===== src/hdl/ipal_pkg.sv =====
`timescale 1ns / 1ps
// ----------------------------------------------------------------------------
// ipal_pkg
// Shared types and constants of the IP prefix allowlist match block.
// ----------------------------------------------------------------------------
package ipal_pkg;

  localparam int DEF_ENTRIES = 16;
  localparam int SLOT_W      = 4;

  localparam logic       OP_LOAD  = 1'b0;
  localparam logic       OP_CHECK = 1'b1;

  localparam logic [1:0] FAM_V4 = 2'd0;
  localparam logic [1:0] FAM_V6 = 2'd1;

  localparam logic [7:0] V4_MAX_PREFIX = 8'd32;
  localparam logic [7:0] V6_MAX_PREFIX = 8'd128;

  // upper word of the low half of an IPv4-mapped IPv6 address
  localparam logic [31:0] MAPPED_TAG = 32'h0000_FFFF;

  // classified command handed from the front part to the back part
  typedef struct packed {
    logic              is_load;
    logic [SLOT_W-1:0] slot;
    logic              set_valid;  // load: write entry, else remove it
    logic              unknown;    // check: family cannot match anything
    logic              is_v6;
    logic [63:0]       key_hi;
    logic [63:0]       key_lo;
    logic [63:0]       mask_hi;
    logic [63:0]       mask_lo;
  } cmd_t;

  // one table word
  typedef struct packed {
    logic        is_v6;
    logic [63:0] addr_hi;
    logic [63:0] addr_lo;
    logic [63:0] mask_hi;
    logic [63:0] mask_lo;
  } entry_t;

endpackage


===== src/hdl/ipal_front.sv =====
`timescale 1ns / 1ps
// ----------------------------------------------------------------------------
// ipal_front
// Classifies input items: saturates prefixes and builds masks for loads,
// unmaps IPv4-in-IPv6 addresses and flags unknown families for checks.
// ----------------------------------------------------------------------------
module ipal_front
  import ipal_pkg::*;
(
  input  logic              op,
  input  logic [SLOT_W-1:0] slot,
  input  logic              entry_on,
  input  logic [1:0]        addr_family,
  input  logic [63:0]       addr_hi,
  input  logic [63:0]       addr_lo,
  input  logic [7:0]        prefix_len,
  output cmd_t              cmd
);

  logic [7:0]   p4;
  logic [7:0]   p6;
  logic [31:0]  mask32;
  logic [127:0] mask128;
  logic         fam_ok;
  logic         is_mapped;

  always_comb begin
    p4        = (prefix_len > V4_MAX_PREFIX) ? V4_MAX_PREFIX : prefix_len;
    p6        = (prefix_len > V6_MAX_PREFIX) ? V6_MAX_PREFIX : prefix_len;
    mask32    = ~({32{1'b1}} >> p4[5:0]);
    mask128   = ~({128{1'b1}} >> p6);
    fam_ok    = (addr_family == FAM_V4) || (addr_family == FAM_V6);
    is_mapped = (addr_hi == 64'd0) && (addr_lo[63:32] == MAPPED_TAG);

    cmd           = '0;
    cmd.is_load   = (op == OP_LOAD);
    cmd.slot      = slot;
    cmd.set_valid = entry_on && fam_ok;
    cmd.unknown   = !fam_ok;

    if (op == OP_LOAD) begin
      cmd.is_v6 = (addr_family == FAM_V6);
      if (addr_family == FAM_V6) begin
        cmd.key_hi  = addr_hi;
        cmd.key_lo  = addr_lo;
        cmd.mask_hi = mask128[127:64];
        cmd.mask_lo = mask128[63:0];
      end else begin
        cmd.key_lo  = {32'd0, addr_lo[31:0]};
        cmd.mask_lo = {32'd0, mask32};
      end
    end else begin
      // mapped IPv6 addresses are judged against IPv4 entries
      if ((addr_family == FAM_V6) && !is_mapped) begin
        cmd.is_v6  = 1'b1;
        cmd.key_hi = addr_hi;
        cmd.key_lo = addr_lo;
      end else begin
        cmd.key_lo = {32'd0, addr_lo[31:0]};
      end
    end
  end

endmodule


===== src/hdl/ipal_fifo.sv =====
`timescale 1ns / 1ps
// ----------------------------------------------------------------------------
// ipal_fifo
// Two-entry command queue between the front and back parts.
// ----------------------------------------------------------------------------
module ipal_fifo
  import ipal_pkg::*;
(
  input  logic clk,
  input  logic rst,
  input  logic push,
  input  cmd_t push_cmd,
  output logic full,
  input  logic pop,
  output logic not_empty,
  output cmd_t head
);

  cmd_t       slots [2];
  logic       wr_ptr;
  logic       rd_ptr;
  logic [1:0] count;

  assign full      = (count == 2'd2);
  assign not_empty = (count != 2'd0);
  assign head      = slots[rd_ptr];

  always_ff @(posedge clk) begin
    if (push && !full) begin
      slots[wr_ptr] <= push_cmd;
    end
  end

  always_ff @(posedge clk) begin
    if (rst) begin
      wr_ptr <= 1'b0;
      rd_ptr <= 1'b0;
      count  <= 2'd0;
    end else begin
      if (push && !full) begin
        wr_ptr <= !wr_ptr;
      end
      if (pop && not_empty) begin
        rd_ptr <= !rd_ptr;
      end
      case ({push && !full, pop && not_empty})
        2'b10:   count <= count + 2'd1;
        2'b01:   count <= count - 2'd1;
        default: count <= count;
      endcase
    end
  end

endmodule


===== src/hdl/ipal_back.sv =====
`timescale 1ns / 1ps
// ----------------------------------------------------------------------------
// ipal_back
// Holds the entry table, executes loads and scans the table for checks,
// one entry per cycle, and drives the result register.
// ----------------------------------------------------------------------------
module ipal_back
  import ipal_pkg::*;
#(
  parameter int ENTRIES = DEF_ENTRIES
) (
  input  logic              clk,
  input  logic              rst,
  input  logic              cmd_valid,
  input  cmd_t              cmd,
  output logic              cmd_pop,
  output logic              out_valid,
  input  logic              out_stall,
  output logic              block,
  output logic [SLOT_W-1:0] hit_slot
);

  localparam int IDX_W = (ENTRIES > 1) ? $clog2(ENTRIES) : 1;

  localparam logic S_IDLE = 1'b0;
  localparam logic S_SCAN = 1'b1;

  entry_t             mem [ENTRIES];
  logic [ENTRIES-1:0] entry_valid;

  logic               state;
  logic               out_free;
  logic               slot_ok;
  logic [IDX_W-1:0]   wr_idx;

  logic               key_v6;
  logic [63:0]        key_hi;
  logic [63:0]        key_lo;

  logic               issue_on;
  logic [IDX_W-1:0]   rd_idx;
  entry_t             rd_data;
  logic               cmp_on;
  logic               cmp_last;
  logic               ent_ok;
  logic [IDX_W-1:0]   cmp_idx;
  logic               hit;

  assign out_free = !out_valid || !out_stall;
  assign cmd_pop  = (state == S_IDLE) && cmd_valid && out_free;
  assign slot_ok  = (int'(cmd.slot) < ENTRIES);
  assign wr_idx   = IDX_W'(cmd.slot);

  assign hit = cmp_on && ent_ok && (rd_data.is_v6 == key_v6) &&
               (((key_hi ^ rd_data.addr_hi) & rd_data.mask_hi) == 64'd0) &&
               (((key_lo ^ rd_data.addr_lo) & rd_data.mask_lo) == 64'd0);

  // table storage
  always_ff @(posedge clk) begin
    if (cmd_pop && cmd.is_load && slot_ok && cmd.set_valid) begin
      mem[wr_idx] <= '{is_v6:   cmd.is_v6,
                       addr_hi: cmd.key_hi,
                       addr_lo: cmd.key_lo,
                       mask_hi: cmd.mask_hi,
                       mask_lo: cmd.mask_lo};
    end
    rd_data <= mem[rd_idx];
  end

  // payload registers
  always_ff @(posedge clk) begin
    if (cmd_pop) begin
      key_v6 <= cmd.is_v6;
      key_hi <= cmd.key_hi;
      key_lo <= cmd.key_lo;
    end
    if (issue_on) begin
      cmp_idx  <= rd_idx;
      cmp_last <= (rd_idx == IDX_W'(ENTRIES - 1));
      ent_ok   <= entry_valid[rd_idx];
    end
  end

  always_ff @(posedge clk) begin
    if (rst) begin
      state       <= S_IDLE;
      entry_valid <= '0;
      issue_on    <= 1'b0;
      cmp_on      <= 1'b0;
      rd_idx      <= '0;
      out_valid   <= 1'b0;
      block       <= 1'b0;
      hit_slot    <= '0;
    end else begin
      case (state)
        S_IDLE: begin
          if (cmd_pop) begin
            if (cmd.is_load) begin
              if (slot_ok) begin
                entry_valid[wr_idx] <= cmd.set_valid;
              end
              out_valid <= 1'b1;
              block     <= 1'b0;
              hit_slot  <= '0;
            end else if (cmd.unknown) begin
              out_valid <= 1'b1;
              block     <= 1'b1;
              hit_slot  <= '0;
            end else begin
              // any waiting result leaves at this edge
              out_valid <= 1'b0;
              rd_idx    <= '0;
              issue_on  <= 1'b1;
              state     <= S_SCAN;
            end
          end else if (out_valid && !out_stall) begin
            out_valid <= 1'b0;
          end
        end
        S_SCAN: begin
          if (cmp_on && (hit || cmp_last)) begin
            out_valid <= 1'b1;
            block     <= !hit;
            hit_slot  <= hit ? SLOT_W'(cmp_idx) : '0;
            issue_on  <= 1'b0;
            cmp_on    <= 1'b0;
            state     <= S_IDLE;
          end else begin
            // issue one table read per cycle, compare the read word in the next cycle
            cmp_on <= issue_on;
            if (issue_on) begin
              if (rd_idx == IDX_W'(ENTRIES - 1)) begin
                issue_on <= 1'b0;
              end else begin
                rd_idx <= rd_idx + IDX_W'(1);
              end
            end
          end
        end
        default: begin
          state <= S_IDLE;
        end
      endcase
    end
  end

endmodule


===== src/hdl/ip_prefix_allowlist_match_top.sv =====
`timescale 1ns / 1ps
// ----------------------------------------------------------------------------
// ip_prefix_allowlist_match_top
// IPv4/IPv6 prefix allowlist: loads table entries and judges addresses.
//
//   channel | direction | handshake          | payload
//   --------+-----------+--------------------+-------------------------------
//   in      | input     | in_valid/in_stall  | op slot entry_on addr_family
//           |           |                    | addr_hi addr_lo prefix_len
//   out     | output    | out_valid/out_stall| block hit_slot
//
// A load is done in the back part without a table scan. A check of a known
// family scans the table one entry per cycle through the registered table
// read port, ending at the first match or at the last entry. Other families
// answer without a scan. A two-entry queue takes items while the back part
// works or its result waits. Reset clears all entries to invalid.
// ----------------------------------------------------------------------------
module ip_prefix_allowlist_match_top
  import ipal_pkg::*;
#(
  parameter int ENTRIES = DEF_ENTRIES
) (
  input  logic              clk,
  input  logic              rst,
  input  logic              in_valid,
  output logic              in_stall,
  input  logic              op,
  input  logic [SLOT_W-1:0] slot,
  input  logic              entry_on,
  input  logic [1:0]        addr_family,
  input  logic [63:0]       addr_hi,
  input  logic [63:0]       addr_lo,
  input  logic [7:0]        prefix_len,
  output logic              out_valid,
  input  logic              out_stall,
  output logic              block,
  output logic [SLOT_W-1:0] hit_slot
);

  cmd_t front_cmd;
  cmd_t head_cmd;
  logic q_full;
  logic q_not_empty;
  logic q_pop;

  assign in_stall = q_full;

  ipal_front u_front (
    .op          (op),
    .slot        (slot),
    .entry_on    (entry_on),
    .addr_family (addr_family),
    .addr_hi     (addr_hi),
    .addr_lo     (addr_lo),
    .prefix_len  (prefix_len),
    .cmd         (front_cmd)
  );

  ipal_fifo u_fifo (
    .clk       (clk),
    .rst       (rst),
    .push      (in_valid),
    .push_cmd  (front_cmd),
    .full      (q_full),
    .pop       (q_pop),
    .not_empty (q_not_empty),
    .head      (head_cmd)
  );

  ipal_back #(
    .ENTRIES (ENTRIES)
  ) u_back (
    .clk       (clk),
    .rst       (rst),
    .cmd_valid (q_not_empty),
    .cmd       (head_cmd),
    .cmd_pop   (q_pop),
    .out_valid (out_valid),
    .out_stall (out_stall),
    .block     (block),
    .hit_slot  (hit_slot)
  );

endmodule

===== config.mk =====
export PLATFORM = sky130hd
export DESIGN_NAME = ip_prefix_allowlist_match_top
export DESIGN_NICKNAME = d
export VERILOG_FILES = /design/src/hdl/ipal_pkg.sv /design/src/hdl/ipal_front.sv /design/src/hdl/ipal_fifo.sv /design/src/hdl/ipal_back.sv /design/src/hdl/ip_prefix_allowlist_match_top.sv
export SDC_FILE = /design/constraint.sdc
export NUM_CORES = 2
export LEC_CHECK = 0
export ABC_CLOCK_PERIOD_IN_PS = 47100
export BUFFER_PORTS_ARGS = -buffer_cell sky130_fd_sc_hd__buf_2
export CORE_MARGIN = 1
export CORE_UTILIZATION = 40
export DETAILED_ROUTE_END_ITERATION = 6
export MAX_ROUTING_LAYER = met4
export SLEW_MARGIN = 20
export SYNTH_ARGS = -nofsm -noshare
export SYNTH_HDL_FRONTEND = slang
export SYNTH_MEMORY_MAX_BITS = 65536
export SYNTH_SLANG_ARGS = --single-unit

===== constraint.sdc =====
create_clock -name clk -period 47.1 [get_ports clk]
set_input_delay 4.71 -clock clk [delete_from_list [all_inputs] [get_ports clk]]
set_output_delay 4.71 -clock clk [all_outputs]
set_load 0.05 [all_outputs]

==> impl_metrics.yaml <==
finish:
  fillCellCount: 38110
  syn2layout_area_growth_pct: 13.23
  final_util_pct: 45.49
  drive_gt1_share_pct: 30.46
  layout.nets: 8416
global_routing:
  grt_pass1_wl_um: 651700
  met3_usage_pct: 2.886
  grt_usage_pct: 19.73
  grt_pass1_vias: 87190
  grt_overflow: 0
  grt_use_met1_pct: 26.87
  grt_max_degree: 136
  antenna_found_initial: 22
  use_met2_pct: 32.21
  grt.busiest_layer: "met2"
detailed_routing:
  drt_iter0_markers: 9193
  vias: 84750
  first_pass_iters: 6
  wl_per_cell_um: 30.73
  via_per_inst: 5.678
  routed_wl_um: 458700
  drc: 0
  ant_nets: 0
critical_path:
  cp.required_ps: 47710
  end_kind: "flop"
  crit_fanout: 50
  worst_setup_path_start_kind: "input port"
  critical_path_arrival_ps: 10320
  crit_type: "input port to flop"
logic_synthesis:
  synth_cell_types: 63
  synth_edf_count: 4775
  synth_seq_cells: 5066
  netlist_instances: 7834
  ys_seq_area_share_pct: 79.43
  synth_area_um2: 187900
  async_flop_share_pct: 0
  ys_warn_count: 0
  synth_area_per_cell_um2: 23.98
  synthFlopType: "edfxtp_1"
  synth_nets: 7984
die:
  die_h_um: 687.3
  start_util_pct: 40.17
  fp-row-count: 251
  die_w_um: 687.3
  coreArea_um2: 467600
  io_pins: 155
  dieArea_um2: 472400
clock_tree:
  cts_sinks: 5066
  clk_pin_slew_worst_paths_ps: 60
  holdBufCountCts: 0
  cts_setup_buffers: 0
  cts_tree: "done"
  numCtsBuffers: 475
  worstSkewPairLatency_ps: 990
  cts_root_buffer: "clkbuf_16"
  cts.path.max_buffers: 4
  ctsHtreeMaxLevel: 5
  ctsResizeCount: 0
place:
  gp_congestion: 0.8451
  io_buffers: 154
  dp.final_hpwl_um: 256700
run_status:
  status: "finished clean"
sta:
  period_share_pct: 20.62
  relSlewSlack_pct: 22.10
  fmaxAchievable_mhz: 103.0
  final.min_clock_period_ps: 9713
  finalClockSkew_ps: 46.24
  setup_violations: 0
  final_hold_viol_count: 0
  setup_tns_ps: 0
  worst_pin_slew_ps: 1169
  drv_slew: 0
  grt_setup_unrepaired: "no"
power_and_ir_drop:
  total_power_uw: 10450
  p_leak_uw: 0.06474
  power_density_nw_per_um2: 49.12
  ir_worst_vdd_v: 0.00003287
worst_hold_path:
  hp-class: "flop to flop"
flow_run:
  maxCapViolations: 0
critical path, stage by stage:
cell      delay (ps)
buf_2            140
a211oi_2         700
and3_1           410
nand2_1          160
nor2_4           790
buf_4            780
buf_4            880
buf_4            930
buf_4            680
cell usage in the layout (no fill, tap or decap), types with 13 or more instances in the layout:
cell and n:
edfxtp_1 4775, nor2_4 13, clkbuf_1 123, a31oi_1 13, a211oi_1 16, clkinv_2 89
nand3_1 20, clkbuf_8 66, nor2_1 60, clkinv_1 53, nand4_1 27, dfxtp_1 286
and2_1 98, a22oi_1 59, buf_12 19, mux4_2 1282, nand2b_1 13, inv_1 17
buf_2 154, a21oi_1 85, o21ai_0 59, buf_4 155, clkbuf_16 479, nand2_1 73
xor2_1 127, a221oi_1 15, bufinv_16 45, diode_2 41, nor2b_1 19, mux2_2 259
area by class of cell:
class,instances,area (µm²),share of cell area (%)
diodes,41,102.6,0.04823
clock buffers,668,13360,6.279
clock inverters,231,2560,1.203
inverters,17,63.81,0.03000
multi-input cells,2378,37330,17.55
flip-flops and latches,5066,149200,70.15
well taps,6198,7755,3.646
repair buffers,328,2315,1.088
sequential cells by signal, indices dropped and copies added (netlist names), 2 cells and up, named ones only:
register            count
u_back.cmp_idx          4
u_back.entry_valid     16
u_back.hit_slot         4
u_back.key_hi          64
u_back.key_lo          64
u_back.mem           4112
u_back.rd_data        257
u_back.rd_idx           4
u_fifo.count            2
u_fifo.slots          528
synthesized netlist by cell type (56+ instances only):
master | count | area share, %
buf_1 | 66 | 0.13
nor2_1 | 75 | 0.15
xor2_1 | 130 | 0.61
buf_2 | 56 | 0.15
dfxtp_1 | 291 | 3.1
a22oi_1 | 59 | 0.24
and2_1 | 98 | 0.33
edfxtp_1 | 4775 | 76
mux2_2 | 259 | 1.6
o21ai_0 | 60 | 0.16
mux4_2 | 1282 | 15
a21oi_1 | 85 | 0.23
nand2_1 | 73 | 0.15
clkbuf_1 | 245 | 0.49
where the power goes:
part / internal, µW / switching [µW]
Sequential: 5480 / 66.6
Clock: 2230 / 1650
Combinational: 219 / 809
worst paths after layout:
path                                         from                         endpoint  slack [ps]  cells after the start
setup / recovery                        out_stall     u_back.mem[1][183]$_DFFE_PP_       37390                      9
hold / removal    u_back.hit_slot[3]$_SDFFE_PP0P_  u_back.hit_slot[3]$_SDFFE_PP0P_         480                      2
setup reg to reg    u_back.rd_idx[0]$_SDFFE_PP0P_       u_back.rd_data[60]$_DFF_P_       39410                      9
hold reg to reg   u_back.hit_slot[3]$_SDFFE_PP0P_  u_back.hit_slot[3]$_SDFFE_PP0P_         480                      2
metrics by stage:
stage / cell area, µm² / setup slack (ps) / cells / hold WS [ps]
6_report: 212700 / 37390 / 14930 / 482.0
5_1_grt: 212700 / 37130 / 14920 / 490.5
4_1_cts: 212600 / 37370 / 14890 / 482.7
3_5_place_dp: 196700 / 36290 / 13990 / 471.0
3_3_place_gp: 196600 / 36390 / 13980 / 465.1
2_1_floorplan: 187900 / 23160 / 7834 / 406.4
logic make-up after synthesis:
logic type / synth area share [%]
compound gates: 1.016
xor+xnor: 0.6201
fa+ha+maj: 0.01332
buf+inv: 0.8365
flops: 79.43
mux: 16.97
simple gates: 1.114
layer usage:
metal	part of all wire [%]	vias up
li1	-	34230
met1	42	46730
met2	50	3226
met3	6.6	570
met4	1.7	0
met5	0	-
Power figures use the tool's default switching activity.
